--- config.mk ---
export PLATFORM = sky130hd
export DESIGN_NAME = sqm_fifo
export DESIGN_NICKNAME = d
export VERILOG_FILES = /design/src/hdl/sqm_pkg.sv /design/src/hdl/sqm_fifo.sv
export SDC_FILE = /design/constraint.sdc
export NUM_CORES = 1
export LEC_CHECK = 0
export ABC_AREA = 0
export BUFFER_PORTS_ARGS = -buffer_cell sky130_fd_sc_hd__buf_2
export CAP_MARGIN = 40
export CORE_MARGIN = 5
export CORE_UTILIZATION = 38
export DETAILED_ROUTE_END_ITERATION = 7
export HOLD_SLACK_MARGIN = 0.08
export MAX_ROUTING_LAYER = met4
export PLACE_DENSITY_LB_ADDON = 0.15
export SYNTH_ARGS = -nofsm -noshare
export SYNTH_HDL_FRONTEND = slang
export SYNTH_SLANG_ARGS = --single-unit
--- constraint.sdc ---
create_clock -name clk_i -period 11.6 [get_ports clk_i]
set_input_delay 1.16 -clock clk_i [delete_from_list [all_inputs] [get_ports clk_i]]
set_output_delay 1.16 -clock clk_i [all_outputs]
set_load 0.02 [all_outputs]
--- src/hdl/sqm_pkg.sv ---
`timescale 1ns / 1ps
`default_nettype none
package sqm_pkg;

  localparam int JobStepBits = 24;

  // Register indexes on the configuration port (word address bits [3:2])
  localparam logic [1:0] RegSeekMs     = 2'd0;
  localparam logic [1:0] RegRotationMs = 2'd1;
  localparam logic [1:0] RegTransferMs = 2'd2;

  typedef struct packed {
    logic [15:0] cylinder;
    logic        first;
    logic        last;
    logic [15:0] request_count;
  } in_item_t;

  typedef struct packed {
    logic [31:0] total_movement;
    logic [15:0] max_seek;
    logic [31:0] avg_seek;
    logic [31:0] std_dev_seek;
    logic [31:0] throughput;
    logic        throughput_infinite;
    logic [47:0] avg_response_ms;
    logic        metrics_valid;
  } out_item_t;

  // Snapshot of one finished sequence, handed from front to back
  typedef struct packed {
    logic [31:0]            movement;
    logic [15:0]            largest;
    logic [15:0]            requests;
    logic [JobStepBits-1:0] nonzero;
    logic [47:0]            square_sum;
    logic [JobStepBits-1:0] steps;
  } job_t;

  typedef struct packed {
    logic        start;
    logic [63:0] dividend;
    logic [31:0] divisor;
  } div_req_t;

endpackage
`default_nettype wire

--- src/hdl/sqm_fifo.sv ---
`timescale 1ns / 1ps
`default_nettype none
module sqm_fifo import sqm_pkg::*; (
  input  wire logic clk_i,
  input  wire logic rst_ni,
  input  wire logic push_i,
  input  wire job_t job_i,
  output logic      full_o,
  input  wire logic pop_i,
  output logic      valid_o,
  output job_t      job_o
);

  job_t       slot_q [2];
  logic       wr_q, rd_q;
  logic [1:0] cnt_q;
  logic       do_pop;

  assign full_o  = cnt_q == 2'd2;
  assign valid_o = cnt_q != 2'd0;
  assign job_o   = slot_q[rd_q];
  assign do_pop  = pop_i && valid_o;

  always_ff @(posedge clk_i) begin
    if (push_i) begin
      slot_q[wr_q] <= job_i;
    end
  end

  always_ff @(posedge clk_i or negedge rst_ni) begin
    if (!rst_ni) begin
      wr_q  <= 1'b0;
      rd_q  <= 1'b0;
      cnt_q <= 2'd0;
    end else begin
      if (push_i) begin
        wr_q <= ~wr_q;
      end
      if (do_pop) begin
        rd_q <= ~rd_q;
      end
      cnt_q <= cnt_q + 2'(push_i) - 2'(do_pop);
    end
  end

endmodule
`default_nettype wire

==> results.json <==
{
  "status": "finished, final reports clean",
  "vias_per_cell": 4.63,
  "grt_start_max_net_pins": 64,
  "grt_pass1_vias": 6768,
  "pre_cts_ws_ns": 8.23,
  "cts_tree": "yes",
  "timing_hold_violations_final": 0,
  "die_y_um": 189,
  "netSwitchingPower_mw": 1.25,
  "ir_drop_uv": 132,
  "die_area_mm2": 0.0355,
  "syn_avg_cell_area_um2": 23.5,
  "post-cts-setup-buffer-count": 0,
  "seq_area_frac_synth_pct": 80.2,
  "p_int_mw": 2.73,
  "syn_nets": 681,
  "clk_transition_reported_paths_ns": 0.06,
  "fin_crit_ns": 3.83,
  "p_sw_share_pct": 31.4,
  "cts_buffer_depth": 3,
  "vias": 6041,
  "power_frac_comb_pct": 33.5,
  "finClkSkew_ns": 0.0102,
  "path_max_fanout": 49,
  "crit_path_end_kind": "output pin",
  "totalWireLength_um": 25400,
  "drt-pass1-iter-count": 4,
  "mappedNetlistArea_mm2": 0.0121,
  "place.gp.congestion": 0.764,
  "cts-resized-gates": 0,
  "p_leak_nw": 6.00,
  "post-route-util_pct": 48.8,
  "ios": 326,
  "ys_ff_latch": 324,
  "cap_violations": 0,
  "ys_types": 14,
  "timing.fmax_mhz": 261,
  "wl_per_cell_um": 19.5,
  "setup_viol": 0,
  "drt_iter0_markers": 249,
  "ctsHoldBuffers": 0,
  "initial_core_util_pct": 38.5,
  "fin_crit_sh_pct": 33.0,
  "final_cell_mix": "buf_2, edfxtp_1, mux2_4",
  "core_area_mm2": 0.0315,
  "layout.nets": 1036,
  "path_class": "reg -> out",
  "yosys_warnings": 0,
  "hpwl_um": 17800,
  "fin_setup_tns_ns": 0,
  "synthToLayoutAreaGrowth_pct": 26.9,
  "rsz0062_at_grt": "no",
  "cts_buffers": 35,
  "hold_class": "in -> async",
  "fp-row-count": 65,
  "grt_antenna_before_repair": 8,
  "tightestPinTransition_ns": 0.880,
  "grtUsageTotal_pct": 14.4,
  "drv_slew": 0,
  "htree_levels": 2,
  "p_clk_share_pct": 25.6,
  "power_frac_seq_pct": 41.0,
  "grt_pass1_wl_um": 38800,
  "drc": 0,
  "worstSkewPairLatency_ns": 0.49,
  "cp_data_arrival_time_ns": 2.67,
  "io_buffer_count": 325,
  "max_slew_margin_pct": 41.3,
  "die_w_um": 189,
  "pwr_density_cell_mw_per_mm2": 259,
  "drtAntennaViolNets": 0,
  "cts.sinks": 324,
  "mostFrequentLayoutCell": "buf_2",
  "netlist_instances": 515,
  "start_kind": "flop",
  "critPathRequiredTime_ns": 10.44,
  "grt_overflow_total": 0,
  "drive_gt1_share_pct": 60.7,
  "post-route-worst-setup-slack_ns": 7.77,
  "cts_root_buf": "clkbuf_16"
}
## stage by stage
step | hold WS [ns] | total power [mW] | instances | cell area (um2)
after floorplan | 0.455 | 2.63 | 515 | 12100
after global placement | 0.530 | 2.97 | 1230 | 14100
after detailed placement | 0.541 | 3.02 | 1235 | 14300
after CTS | 0.438 | 4.05 | 1296 | 15300
after global routing | 0.436 | 4.18 | 1304 | 15400
final | 0.465 | 3.98 | 1306 | 15400
## layout make-up
type	instances	area [um2]
sequential	324	9710
tap	402	503
clock inverter	12	78.8
multi-input combinational	171	2240
clock buffer	49	981
fill	2659	16100
inverter	2	7.51
antenna	10	25.0
timing repair buffer	336	1810
## flip-flops by register name, indices dropped and copies added, names as in the netlist
signal and flops:
wr_q 1, cnt_q 2, slot_q 320, rd_q 1
## cells in the mapped netlist, drive strengths merged
library cell | count | share of area [%]
edfxtp | 320 | 79
mux2 | 160 | 18
buf | 18 | 1.3
dfrtp | 4 | 0.83
ha | 2 | 0.21
inv | 2 | 0.062
nor2b | 2 | 0.10
xnor2 | 2 | 0.14
xor2 | 2 | 0.14
and2 | 1 | 0.052
o21a | 1 | 0.062
or2 | 1 | 0.052
## cells by family after synthesis
| family | count (synthesis) | share of synthesized area [%] |
|---|---|---|
| buf+inv | 20 | 1.37 |
| fa+ha+maj | 2 | 0.207 |
| xor+xnor | 4 | 0.289 |
| simple gates | 4 | 0.207 |
| mux | 160 | 17.7 |
| compound gates | 1 | 0.0620 |
| flops | 324 | 80.2 |
## path summary, 6_finish.rpt
path	start	endpoint	slack (ns)	cells after the start
min reg2reg	wr_q	wr_q	0.55	1
max reg2reg	wr_q	slot_q[0][76]	9.41	3
max	rd_q	job_o[19]	7.77	4
max in group asynchronous	rst_ni	rd_q	10.99	1
min in group clk_i	wr_q	wr_q	0.55	1
min	rst_ni	cnt_q[0]	0.47	1
## power by group through the flow
stage	clock [mW]	combinational, mW	sequential (mW)
floorplan	0	0.968	1.67
global placement	0	1.32	1.65
detailed placement	0	1.36	1.66
CTS	1.05	1.36	1.63
global route	1.11	1.42	1.65
finish	1.02	1.33	1.63
## layer usage
layer	vias to the layer above	GRT usage [%]	share of wire, %
li1	2779	-	-
met1	2990	17.5	41
met2	250	23.3	49
met3	22	5.52	8.7
met4	0	2.97	1.1
met5	-	-	0
## critical path: stages (launching register included)
cell and delay (ns):
dfrtp_4 0.77, buf_4 0.47, buf_16 0.30, mux2_2 0.40
buf_2 0.17
(Power assumes the default switching activity.)
