[config.mk]
export PLATFORM = sky130hd
export DESIGN_NAME = sqm_front
export DESIGN_NICKNAME = d
export VERILOG_FILES = /design/src/hdl/sqm_pkg.sv /design/src/hdl/sqm_front.sv
export SDC_FILE = /design/constraint.sdc
export NUM_CORES = 1
export LEC_CHECK = 0
export BUFFER_PORTS_ARGS = -buffer_cell sky130_fd_sc_hd__buf_2
export CAP_MARGIN = 20
export CORE_ASPECT_RATIO = 2
export CORE_MARGIN = 2
export CORE_UTILIZATION = 55
export DETAILED_ROUTE_END_ITERATION = 8
export GPL_TIMING_DRIVEN = 0
export MAX_ROUTING_LAYER = met4
export PLACE_DENSITY = 0.73
export SLEW_MARGIN = 40
export SYNTH_ARGS = -nofsm -noshare
export SYNTH_HDL_FRONTEND = slang
export SYNTH_SLANG_ARGS = --single-unit
[constraint.sdc]
create_clock -name clk_i -period 15.81 [get_ports clk_i]
set_input_delay 1.581 -clock clk_i [delete_from_list [all_inputs] [get_ports clk_i]]
set_output_delay 1.581 -clock clk_i [all_outputs]
set_load 0.005 [all_outputs]
[src/hdl/sqm_pkg.sv]
`timescale 1ns / 1ps
`default_nettype none
package sqm_pkg;

  localparam int JobStepBits = 24;

  // Register indexes on the configuration port (word address bits [3:2])
  localparam logic [1:0] RegSeekMs     = 2'd0;
  localparam logic [1:0] RegRotationMs = 2'd1;
  localparam logic [1:0] RegTransferMs = 2'd2;

  typedef struct packed {
    logic [15:0] cylinder;
    logic        first;
    logic        last;
    logic [15:0] request_count;
  } in_item_t;

  typedef struct packed {
    logic [31:0] total_movement;
    logic [15:0] max_seek;
    logic [31:0] avg_seek;
    logic [31:0] std_dev_seek;
    logic [31:0] throughput;
    logic        throughput_infinite;
    logic [47:0] avg_response_ms;
    logic        metrics_valid;
  } out_item_t;

  // Snapshot of one finished sequence, handed from front to back
  typedef struct packed {
    logic [31:0]            movement;
    logic [15:0]            largest;
    logic [15:0]            requests;
    logic [JobStepBits-1:0] nonzero;
    logic [47:0]            square_sum;
    logic [JobStepBits-1:0] steps;
  } job_t;

  typedef struct packed {
    logic        start;
    logic [63:0] dividend;
    logic [31:0] divisor;
  } div_req_t;

endpackage
`default_nettype wire

[src/hdl/sqm_front.sv]
`timescale 1ns / 1ps
`default_nettype none
module sqm_front import sqm_pkg::*; #(
  parameter int CYLINDER_BITS = 16,
  parameter int MAX_STEPS     = 65535
) (
  input  wire logic     clk_i,
  input  wire logic     rst_ni,
  input  wire logic     in_valid_i,
  output logic          in_stall_o,
  input  wire in_item_t in_data_i,
  input  wire logic     full_i,
  output logic          push_o,
  output job_t          job_o
);

  localparam int SW = $clog2(MAX_STEPS + 1);
  localparam logic [15:0] CylMask =
    (CYLINDER_BITS >= 16) ? 16'hFFFF : 16'((1 << CYLINDER_BITS) - 1);

  logic [CYLINDER_BITS-1:0] prev_q, prev_d, cyl, seek_len;
  logic [SW-1:0]            step_q, step_d, nz_q, nz_d;
  logic [31:0]              sum_q, sum_d, dist32;
  logic [15:0]              big_q, big_d;
  logic [47:0]              sq_q, sq_d;
  logic [32:0]              sum_ext;
  logic [48:0]              sq_ext;
  logic [47:0]              dist_sq;
  logic                     accept;

  assign accept     = in_valid_i && !full_i;
  assign in_stall_o = full_i;
  assign push_o     = accept && in_data_i.last;

  assign cyl      = CYLINDER_BITS'(in_data_i.cylinder & CylMask);
  assign seek_len = (cyl >= prev_q) ? cyl - prev_q : prev_q - cyl;
  assign dist32   = 32'(seek_len);
  assign dist_sq  = 48'(dist32 * dist32);
  assign sum_ext  = {1'b0, sum_q} + {1'b0, dist32};
  assign sq_ext   = {1'b0, sq_q} + {1'b0, dist_sq};

  always_comb begin
    prev_d = prev_q;
    step_d = step_q;
    nz_d   = nz_q;
    sum_d  = sum_q;
    big_d  = big_q;
    sq_d   = sq_q;
    if (in_data_i.first) begin
      prev_d = cyl;
      step_d = '0;
      nz_d   = '0;
      sum_d  = '0;
      big_d  = '0;
      sq_d   = '0;
    end else if (step_q < SW'(MAX_STEPS)) begin
      prev_d = cyl;
      step_d = step_q + 1'b1;
      sum_d  = sum_ext[32] ? 32'hFFFF_FFFF : sum_ext[31:0];
      if (dist32 > 32'(big_q)) begin
        big_d = (dist32 > 32'hFFFF) ? 16'hFFFF : dist32[15:0];
      end
      if (dist32 != '0) begin
        nz_d = nz_q + 1'b1;
      end
      sq_d = sq_ext[48] ? 48'hFFFF_FFFF_FFFF : sq_ext[47:0];
    end
  end

  always_comb begin
    job_o.movement   = sum_d;
    job_o.largest    = big_d;
    job_o.requests   = in_data_i.request_count;
    job_o.nonzero    = JobStepBits'(nz_d);
    job_o.square_sum = sq_d;
    job_o.steps      = JobStepBits'(step_d);
  end

  always_ff @(posedge clk_i or negedge rst_ni) begin
    if (!rst_ni) begin
      prev_q <= '0;
      step_q <= '0;
      nz_q   <= '0;
      sum_q  <= '0;
      big_q  <= '0;
      sq_q   <= '0;
    end else if (accept) begin
      prev_q <= prev_d;
      step_q <= step_d;
      nz_q   <= nz_d;
      sum_q  <= sum_d;
      big_q  <= big_d;
      sq_q   <= sq_d;
    end
  end

endmodule
`default_nettype wire

==> impl_metrics.env <==
export IMPL_status="finished, final reports clean"
export IMPL_place_ws_ns=0.988
export IMPL_cp_start_kind="input port"
export IMPL_grt_max_degree=67
export IMPL_diodes=0
export IMPL_hold_end="sq_q[6]"
export IMPL_crit_family="adder cells"
export IMPL_cts_root_buf="clkbuf_16"
export IMPL_ys_top_cells_by_count="inv_1 (416), nand2_1 (230), fa_1 (197)"
export IMPL_cp_slowest_cell="buf_1"
export IMPL_ys_seq_area_frac=0.179
export IMPL_synthCells=2485
export IMPL_rows=99
export IMPL_hold_start="sq_q[6]"
export IMPL_fin_crit_sh=0.935
export IMPL_synth_top_area_share=0.196
export IMPL_drt_first_pass_iters=5
export IMPL_cts_tree="built"
export IMPL_numClockSinks=144
export IMPL_area_growth_pct=11.1
export IMPL_port_buffers=166
export IMPL_max_slew_margin=0.371
export IMPL_hpwl_mm=57.3
export IMPL_rsz0062_at_grt="no"
export IMPL_die_x_microns=139
export IMPL_start_util=0.554
export IMPL_path_common_cell="fa_1"
export IMPL_grt_overflow=0
export IMPL_clk_latency_ns=0.47
export IMPL_dpl_cell_area_sq_mm=0.0217
export IMPL_timing_rr_start="prev_q[0]"
export IMPL_synth_flop_cell="dfrtp_1"
export IMPL_r2r_end="sq_q[29]"
export IMPL_io_pins=200
export IMPL_worst_ep_arrival_time_ns=13.20
export IMPL_cts_buffers=17
export IMPL_crit_buf_inv=11
export IMPL_ant_nets=0
export IMPL_drv_cap=0
export IMPL_grt_pass1_wl_mm=110
export IMPL_die_h_microns=274
export IMPL_cts_hold_buf=0
export IMPL_via_per_inst=6.15
export IMPL_setup_viol=0
export IMPL_vias=19400
export IMPL_nets=3096
export IMPL_synthTopCellsByArea="fa_1 (20%), dfrtp_1 (18%), ha_1 (11%), inv_1 (7.8%), nand2_1 (4.3%)"
export IMPL_hold_depth=2
export IMPL_crit_path_max_incr_delay_ns=0.75
export IMPL_worst_setup_path_end_kind="primary output"
export IMPL_synthArstFlopShare=1.00
export IMPL_synth_most_common_cell="inv_1"
export IMPL_cts_setup_buffers=0
export IMPL_ys_ff_latch=144
export IMPL_critPathRequiredTime_ns=14.23
export IMPL_final_util=0.616
export IMPL_gp_congestion=1.02
export IMPL_worstSetupPathType="input port to primary output"
export IMPL_hp_class="register to register"
export IMPL_finClkSkew_ns=0.0185
export IMPL_grt_usage=0.389
export IMPL_clk_pin_slew_worst_paths_ns=0.08
export IMPL_slew_viol_final=0
export IMPL_worstRegToRegCells=33
export IMPL_ys_types=82
export IMPL_htree_levels=4
export IMPL_drive_gt1_frac=0.115
export IMPL_min_period_ns=14.78
export IMPL_drt_wl_total_mm=72.1
export IMPL_synth_edf_count=0
export IMPL_max_clock_freq_mhz=67.7
export IMPL_detail_route_wl_per_cell_microns=22.8
export IMPL_path_max_fanout=12
export IMPL_synth_top_cell_by_area="fa_1"
export IMPL_yosys_warnings=0
export IMPL_core_area_sq_mm=0.0363
export IMPL_worst_pin_slew_ns=0.939
export IMPL_drtIter0Drc=1401
export IMPL_cts_resized=0
export IMPL_drc=0
export IMPL_syn_cell_area_sq_mm=0.0201
export IMPL_cts_path_max_buffers=2
export IMPL_final_cell_area_sq_mm=0.0224
export IMPL_die_area_sq_mm=0.0382
export IMPL_syn_avg_cell_area_sq_um=8.10
export IMPL_antenna_found_initial=0
export IMPL_grt_pass1_vias=20100
export IMPL_worst_slack_ns=1.03
export IMPL_final_setup_tns_ns=0
export IMPL_reg2reg_slack_ns=3.99
export IMPL_finalHoldViolCount=0
[worst register-to-register path: cells and delay by family (launching register included)]
kind,cells,cell delay (ns)
DFF,1,0.41
and+or+nand+nor,9,2.32
buffers and inverters,8,2.49
adders and majority gates,9,4.05
xor gates and xnor gates,1,0.28
AOI/OAI and AO/OA,6,2.15
[placed cells by master, fill, tap and decap left out, types with 44 or more instances in the layout]
master / instances
nor3_1: 90
nor2_1: 191
xnor2_1: 50
fa_1: 197
and3_1: 44
clkbuf_1: 97
o21ai_0: 88
ha_1: 173
dfrtp_1: 144
nand3_1: 48
inv_1: 416
a21oi_1: 137
buf_2: 175
nand2_1: 230
[state kept, by name, indices dropped and copies added (netlist names)]
register	count
step_q	16
sq_q	48
sum_q	32
nz_q	16
prev_q	16
big_q	16
[through the flow]
stage                     instances  hold slack (ns)
after floorplan                2500            0.466
after global placement         3120            0.482
after detailed placement       3123            0.488
after CTS                      3155            0.506
after global routing           3155            0.533
final                          3155            0.511
[per-layer routing]
metal,wire (microns),GRT usage
met5,0,-
met4,6880,0.316
met3,4640,0.0526
met2,36200,0.662
met1,24400,0.398
[how the worst max path moves through the flow]
stage | depth (start not counted) | slack [ns] | endpoint | startpoint
3_5_place_dp | 35 | 0.99 | job_o[53] | in_data_i[19]
6_report | 36 | 1.03 | job_o[55] | in_data_i[18]
5_1_grt | 36 | 0.75 | job_o[55] | in_data_i[19]
3_3_place_gp | 37 | -0.38 | job_o[52] | in_data_i[27]
2_1_floorplan | 35 | 3.94 | job_o[55] | in_data_i[19]
4_1_cts | 35 | 0.99 | job_o[53] | in_data_i[19]
[final cells by class]
type	instances	area, sq um
multi-input combinational	1767	14300
fill	3295	13900
sequential	144	3600
inverter	424	1590
timing repair buffer	169	903
buffer	165	808
tap	454	568
clock buffer	17	425
clock inverter	15	183
[cell families (layout without fill, tap and decap cells)]
| logic type | Yosys count | after routing | share of synthesized area |
|---|---|---|---|
| other cells | 1 | 16 | 0.000186 |
| compound gates | 539 | 539 | 0.178 |
| flops | 144 | 144 | 0.179 |
| xor+xnor | 81 | 81 | 0.0371 |
| mux | 21 | 21 | 0.0111 |
| simple gates | 740 | 740 | 0.172 |
| buf+inv | 589 | 790 | 0.119 |
| fa+ha+maj | 370 | 370 | 0.304 |
Power is left out: the tool's default activity adds up to more than one toggle a clock period on the data nets, which glitch-free logic cannot reach.
