--- src/hdl/sqm_pkg.sv ---
`timescale 1ns / 1ps
`default_nettype none
package sqm_pkg;

  localparam int JobStepBits = 24;

  // Register indexes on the configuration port (word address bits [3:2])
  localparam logic [1:0] RegSeekMs     = 2'd0;
  localparam logic [1:0] RegRotationMs = 2'd1;
  localparam logic [1:0] RegTransferMs = 2'd2;

  typedef struct packed {
    logic [15:0] cylinder;
    logic        first;
    logic        last;
    logic [15:0] request_count;
  } in_item_t;

  typedef struct packed {
    logic [31:0] total_movement;
    logic [15:0] max_seek;
    logic [31:0] avg_seek;
    logic [31:0] std_dev_seek;
    logic [31:0] throughput;
    logic        throughput_infinite;
    logic [47:0] avg_response_ms;
    logic        metrics_valid;
  } out_item_t;

  // Snapshot of one finished sequence, handed from front to back
  typedef struct packed {
    logic [31:0]            movement;
    logic [15:0]            largest;
    logic [15:0]            requests;
    logic [JobStepBits-1:0] nonzero;
    logic [47:0]            square_sum;
    logic [JobStepBits-1:0] steps;
  } job_t;

  typedef struct packed {
    logic        start;
    logic [63:0] dividend;
    logic [31:0] divisor;
  } div_req_t;

endpackage
`default_nettype wire

--- src/hdl/sqm_div.sv ---
`timescale 1ns / 1ps
`default_nettype none
module sqm_div import sqm_pkg::*; (
  input  wire logic     clk_i,
  input  wire logic     rst_ni,
  input  wire div_req_t req_i,
  output logic          done_o,
  output logic [63:0]   quotient_o
);

  // Restoring division, one quotient bit a cycle
  logic [63:0] dvd_q;
  logic [31:0] rem_q, dsr_q, rem_d;
  logic [32:0] sh;
  logic        ge, busy_q, done_q;
  logic [6:0]  cnt_q;

  assign sh    = {rem_q, dvd_q[63]};
  assign ge    = sh >= {1'b0, dsr_q};
  assign rem_d = ge ? 32'(sh - {1'b0, dsr_q}) : sh[31:0];

  assign done_o     = done_q;
  assign quotient_o = dvd_q;

  always_ff @(posedge clk_i) begin
    if (req_i.start) begin
      dvd_q <= req_i.dividend;
      dsr_q <= req_i.divisor;
      rem_q <= '0;
    end else if (busy_q) begin
      dvd_q <= {dvd_q[62:0], ge};
      rem_q <= rem_d;
    end
  end

  always_ff @(posedge clk_i or negedge rst_ni) begin
    if (!rst_ni) begin
      busy_q <= 1'b0;
      done_q <= 1'b0;
      cnt_q  <= '0;
    end else begin
      done_q <= 1'b0;
      if (req_i.start) begin
        busy_q <= 1'b1;
        cnt_q  <= 7'd64;
      end else if (busy_q) begin
        cnt_q <= cnt_q - 1'b1;
        if (cnt_q == 7'd1) begin
          busy_q <= 1'b0;
          done_q <= 1'b1;
        end
      end
    end
  end

endmodule
`default_nettype wire

--- src/hdl/sqm_back.sv ---
`timescale 1ns / 1ps
`default_nettype none
module sqm_back import sqm_pkg::*; (
  input  wire logic        clk_i,
  input  wire logic        rst_ni,
  input  wire logic        job_valid_i,
  input  wire job_t        job_i,
  output logic             job_pop_o,
  input  wire logic [31:0] seek_ms_i,
  input  wire logic [31:0] rot_ms_i,
  input  wire logic [31:0] xfer_ms_i,
  output logic             out_valid_o,
  input  wire logic        out_stall_i,
  output out_item_t        out_data_o
);

  localparam logic [3:0] StIdle  = 4'd0;
  localparam logic [3:0] StMul0  = 4'd1;
  localparam logic [3:0] StMul1  = 4'd2;
  localparam logic [3:0] StMul2  = 4'd3;
  localparam logic [3:0] StMul3  = 4'd4;
  localparam logic [3:0] StMul4  = 4'd5;
  localparam logic [3:0] StAvg   = 4'd6;
  localparam logic [3:0] StThr   = 4'd7;
  localparam logic [3:0] StResp  = 4'd8;
  localparam logic [3:0] StSqrt  = 4'd9;
  localparam logic [3:0] StStd   = 4'd10;
  localparam logic [3:0] StOut   = 4'd11;

  logic [3:0]   st_q;
  job_t         job_q;
  out_item_t    res_q;
  logic [31:0]  mul_a, mul_b;
  logic [63:0]  mul_q, mm_q, sp_q;
  logic [71:0]  ks_q, diff;
  logic [103:0] rad_q;
  logic [53:0]  rem_q;
  logic [51:0]  root_q, root_d;
  logic [55:0]  rem_sh, trial;
  logic         sq_ge, stdz_q, stdz_now;
  logic [5:0]   cnt_q;
  div_req_t     req;
  logic         div_done;
  logic [63:0]  quo;
  logic [64:0]  resp_sum;

  sqm_div u_div (
    .clk_i      (clk_i),
    .rst_ni     (rst_ni),
    .req_i      (req),
    .done_o     (div_done),
    .quotient_o (quo)
  );

  assign job_pop_o   = (st_q == StIdle) && job_valid_i;
  assign out_valid_o = st_q == StOut;
  assign out_data_o  = res_q;

  // One shared multiplier, operands chosen by the step
  always_comb begin
    mul_a = 32'(job_q.nonzero);
    mul_b = 32'(job_q.square_sum[23:0]);
    case (st_q)
      StMul0: begin
        mul_a = job_q.movement;
        mul_b = job_q.movement;
      end
      StMul2: begin
        mul_b = 32'(job_q.square_sum[47:24]);
      end
      StMul3: begin
        mul_a = seek_ms_i;
        mul_b = job_q.movement;
      end
      default: begin
      end
    endcase
  end

  assign diff     = ks_q - 72'(mm_q);
  assign stdz_now = (job_q.nonzero == '0) || (job_q.movement == '0) ||
                    (72'(mm_q) > ks_q);

  // Digit-by-digit square root, two radicand bits a step
  assign rem_sh = {rem_q, rad_q[103:102]};
  assign trial  = {2'b00, root_q, 2'b01};
  assign sq_ge  = rem_sh >= trial;
  assign root_d = {root_q[50:0], sq_ge};

  assign resp_sum = {1'b0, quo} + 65'(rot_ms_i) + 65'(xfer_ms_i);

  always_comb begin
    req.start    = 1'b0;
    req.dividend = {32'd0, job_q.movement};
    req.divisor  = 32'(job_q.requests);
    case (st_q)
      StMul4: begin
        req.start    = 1'b1;
        req.dividend = 64'({job_q.movement, 16'd0});
      end
      StAvg: begin
        req.start = div_done;
        if (job_q.movement != '0) begin
          req.dividend = 64'({job_q.requests, 16'd0});
          req.divisor  = job_q.movement;
        end else begin
          req.dividend = sp_q;
          req.divisor  = 32'(job_q.steps);
        end
      end
      StThr: begin
        req.start    = div_done;
        req.dividend = sp_q;
        req.divisor  = 32'(job_q.steps);
      end
      StSqrt: begin
        req.start    = cnt_q == 6'd51;
        req.dividend = 64'(root_d);
        req.divisor  = 32'(job_q.nonzero);
      end
      default: begin
      end
    endcase
  end

  always_ff @(posedge clk_i) begin
    mul_q <= 64'(mul_a) * 64'(mul_b);
    case (st_q)
      StIdle: begin
        if (job_valid_i) begin
          job_q <= job_i;
          res_q <= '{metrics_valid: (job_i.requests != '0), default: '0};
        end
      end
      StMul1: mm_q <= mul_q;
      StMul2: ks_q <= 72'(mul_q);
      StMul3: ks_q <= ks_q + {mul_q[47:0], 24'd0};
      StMul4: begin
        sp_q   <= mul_q;
        stdz_q <= stdz_now;
        rad_q  <= {diff, 32'd0};
        res_q.total_movement <= job_q.movement;
        res_q.max_seek       <= job_q.largest;
      end
      StAvg: begin
        if (div_done) begin
          res_q.avg_seek <= (quo > 64'hFFFF_FFFF) ? 32'hFFFF_FFFF : quo[31:0];
          res_q.throughput_infinite <= job_q.movement == '0;
        end
      end
      StThr: begin
        if (div_done) begin
          res_q.throughput <= (quo > 64'hFFFF_FFFF) ? 32'hFFFF_FFFF : quo[31:0];
        end
      end
      StResp: begin
        if (div_done) begin
          res_q.avg_response_ms <= (resp_sum > 65'hFFFF_FFFF_FFFF) ?
                                   48'hFFFF_FFFF_FFFF : resp_sum[47:0];
          rem_q  <= '0;
          root_q <= '0;
          cnt_q  <= '0;
        end
      end
      StSqrt: begin
        rem_q  <= sq_ge ? 54'(rem_sh - trial) : rem_sh[53:0];
        root_q <= root_d;
        rad_q  <= {rad_q[101:0], 2'b00};
        cnt_q  <= cnt_q + 1'b1;
      end
      StStd: begin
        if (div_done) begin
          res_q.std_dev_seek <= (quo > 64'hFFFF_FFFF) ? 32'hFFFF_FFFF : quo[31:0];
        end
      end
      default: begin
      end
    endcase
  end

  always_ff @(posedge clk_i or negedge rst_ni) begin
    if (!rst_ni) begin
      st_q <= StIdle;
    end else begin
      case (st_q)
        StIdle: begin
          if (job_valid_i) begin
            st_q <= (job_i.requests == '0 || job_i.steps == '0) ? StOut : StMul0;
          end
        end
        StMul0: st_q <= StMul1;
        StMul1: st_q <= StMul2;
        StMul2: st_q <= StMul3;
        StMul3: st_q <= StMul4;
        StMul4: st_q <= StAvg;
        StAvg: begin
          if (div_done) begin
            st_q <= (job_q.movement != '0) ? StThr : StResp;
          end
        end
        StThr: begin
          if (div_done) begin
            st_q <= StResp;
          end
        end
        StResp: begin
          if (div_done) begin
            st_q <= stdz_q ? StOut : StSqrt;
          end
        end
        StSqrt: begin
          if (cnt_q == 6'd51) begin
            st_q <= StStd;
          end
        end
        StStd: begin
          if (div_done) begin
            st_q <= StOut;
          end
        end
        StOut: begin
          if (!out_stall_i) begin
            st_q <= StIdle;
          end
        end
        default: st_q <= StIdle;
      endcase
    end
  end

endmodule
`default_nettype wire

--- config.mk ---
export PLATFORM = sky130hd
export DESIGN_NAME = sqm_back
export DESIGN_NICKNAME = d
export VERILOG_FILES = /design/src/hdl/sqm_pkg.sv /design/src/hdl/sqm_div.sv /design/src/hdl/sqm_back.sv
export SDC_FILE = /design/constraint.sdc
export NUM_CORES = 2
export LEC_CHECK = 0
export ABC_AREA = 1
export BUFFER_PORTS_ARGS = -buffer_cell sky130_fd_sc_hd__buf_4
export CORE_MARGIN = 5
export CORE_UTILIZATION = 26
export DETAILED_ROUTE_END_ITERATION = 12
export PLACE_DENSITY = 0.44
export SLEW_MARGIN = 20
export SYNTH_ARGS = -nofsm -noshare
export SYNTH_HDL_FRONTEND = slang
export SYNTH_SLANG_ARGS = --single-unit
--- constraint.sdc ---
create_clock -name clk_i -period 14.9 [get_ports clk_i]
set_input_delay 2.235 -clock clk_i [delete_from_list [all_inputs] [get_ports clk_i]]
set_output_delay 2.235 -clock clk_i [all_outputs]
set_load 0.01 [all_outputs]
==> metrics.txt <==
Crit Path Category reg -> reg; # hold bufs at CTS 0; Slowest cell on crit path inv_2; number of buffers inserted during clock tree synthesis 120; root buf cell clkbuf_16; initial antenna violation count 43; most area-hungry cell type in the Yosys netlist edfxtp_1; Min-Delay Startpoint u_div.rem_q[1]; commonest cells in the synthesized netlist inv_1 (1,963), nand2_1 (1,860), nor2_1 (1,356); wire length reported by the detailed router 399,000 um; global-route wire length before repair 564,000 um; share of synthesized area occupied by flip-flops and latches 0.315; Max stage delay on crit path 0.75 ns; Post CTS Setup Buffer Count 0; count of unique library cells instantiated by Yosys 63; min-delay worst type reg -> reg; max-capacitance violation count 0; vias in the first global route 75,900; endpoint type of the worst setup path flop; Primary FF master, synth edfxtp_1; main combinational cell family by area after synthesis adder cells; adder-cell share of the synthesized area 0.287; standard-cell rows 212; count of endpoints failing hold in the final timing report 0; vertical extent of the die 587 um; Setup TNS Final 0 ns; Detailed Routing Iterations Pass 1 6; routed length per placed instance 26.4 um; critical path data arrival time 12.79 ns; number of enable-type register cells in the synthesized netlist 835; Antenna Nets Post-Route 0; compound-gate portion of the synthesized area 0.0938; Vias per Instance 4.87; cell with the most instances after synthesis inv_1; count of clock tree sinks 944; DRC 0; Final period util 0.805; Mean Syn Cell Area 8.54 um2; cells taking the most area after synthesis edfxtp_1 (29%), fa_1 (22%), inv_1 (8.5%), nand2_1 (8.1%), ha_1 (7.1%); Longest Clk Path Bufs 4; PortBufs 455; Slew Limit Fails 0; most numerous cell on the critical path fa_1; Syn Inst Count 10,200; ports placed on the boundary 456; proportion of register bits with asynchronous set or reset after synthesis 0.0138; Layout Area Growth over Synthesis 15.3%; multiplexer share of the synthesized area 0; number of failing setup endpoints in the final timing report 0; Critical Path Fanout Max 49; area share of and/or/nand/nor cells after synthesis 0.180; pin slew with the least headroom to its limit 1.21 ns; unrepaired setup endpoints after global routing false; starting density of the core 0.260; DRC violation total after the first TritonRoute iteration 6,578; net total in the final layout 12,300; area enclosed by the die boundary 345,000 um2; total via count in the routed design 73,500; Mapped Nets 11,800; final worst path period need 12.00 ns; Core Region 333,000 um2; clock tree from TritonCTS yes; Clk Latency, worst-skew pair 0.92 ns; cell area after synthesis 86,700 um2; Slew headroom 0.188; launch point of the worst reg-to-reg path st_q[1]; required time of the critical path 15.70 ns; maximum number of pins on one net before global-route repair 103; clock transition at the register clock pins on the worst setup and hold paths after CTS 0.06 ns; run status completed; #FFs+latches synth 944; sum of net half-perimeters after detailed placement 325,000 um; share of post-route cells with drive strength above 1 0.0939; H-tree levels 3; floorplan die width 587 um; share of the synthesized area in the top cell type 0.289; Layout Skew 0.110 ns; Resize count post-CTS 0; type of element launching the critical path flop; Placer Congestion 0.973; Critical Path Source st_q[1]; xor and xnor fraction of the mapped netlist area 0.0230; total congestion overflow 0; fmax 83.4 MHz; GR Util All Layers 0.225; number of warnings printed during yosys synthesis 0
==> final cells by class <==
cell class | instances | area (um2)
timing repair buffer | 603 | 4590
fill | 35500 | 233000
clock inverter | 86 | 912
antenna | 14 | 35.0
clock buffer | 136 | 3120
tap | 4387 | 5490
sequential | 944 | 27300
inverter | 1994 | 7500
multi-input combinational | 6919 | 51000
==> sequential cells by signal, summed over array words and instances (netlist names) <==
register,cells
u_div.done_o,1
mul_q,64
rad_q,72
u_div.rem_q,32
root_q,52
job_q,160
ks_q,72
u_div.cnt_q,7
cnt_q,6
out_data_o,194
rem_q,54
u_div.quotient_o,64
u_div.busy_q,1
st_q,4
mm_q,64
u_div.dsr_q,32
stdz_q,1
sp_q,64
==> path summary, 6_finish.rpt <==
path | end | slack [ns] | cells past startpoint
worst min-delay path | u_div.rem_q[1] | 0.47 | 2
worst max register to register | mul_q[45] | 2.90 | 36
worst min register to register | u_div.rem_q[1] | 0.47 | 2
max in group asynchronous | st_q[0] | 13.44 | 1
min in group asynchronous | u_div.busy_q | 1.18 | 1
worst max-delay path | mul_q[45] | 2.90 | 36
==> critical path, delay by kind of cell (launching register included) <==
kind,cells,cell delay (ns)
AO/OA/AOI/OAI,4,1.44
XOR/XNOR,1,0.15
adder cells (fa/ha/maj),9,4.20
buffers and inverters,11,3.21
flip-flops,1,0.42
AND/OR/NAND/NOR,11,2.41
==> placed cells by master (no fill, tap or decap), drive strengths merged, types with 363 or more instances in the layout <==
| cell | count |
|---|---|
| a21oi | 580 |
| buf | 603 |
| edfxtp | 835 |
| fa | 932 |
| ha | 495 |
| inv | 1989 |
| nand2 | 1870 |
| nand3 | 363 |
| nor2 | 1367 |
| o21ai | 486 |
==> stage by stage <==
stage	hold WS (ns)	cell area [um2]	utilization	worst slack (ns)	instances
global route	0.502	100000	0.300	2.24	15100
CTS	0.471	99900	0.300	2.95	15100
detailed placement	0.460	95900	0.288	2.98	14800
finish	0.475	100000	0.300	2.90	15100
floorplan	0.426	86700	-	5.15	10200
global placement	0.456	95800	0.288	3.03	14800
==> layer usage <==
layer  GRT usage  vias up  wire length, um
li1            -    33000                -
met1       0.290    37000           167000
met2       0.364     2819           182000
met3      0.0464      631            29800
met4      0.0986       38            20400
met5           0        -              219
==> kinds of logic (layout without fill, tap and decap cells) <==
group                      after synthesis  count (layout)
buffers and inverters                 2291            2819
DFF                                    944             944
AOI/OAI and AO/OA                     1420            1420
adders and majority gates             1427            1427
other                                    0              14
xor gates and xnor gates               228             228
and+or+nand+nor                       3844            3844
Power is left out: the tool's default activity adds up to more than one toggle a clock period on the data nets, which glitch-free logic cannot reach.
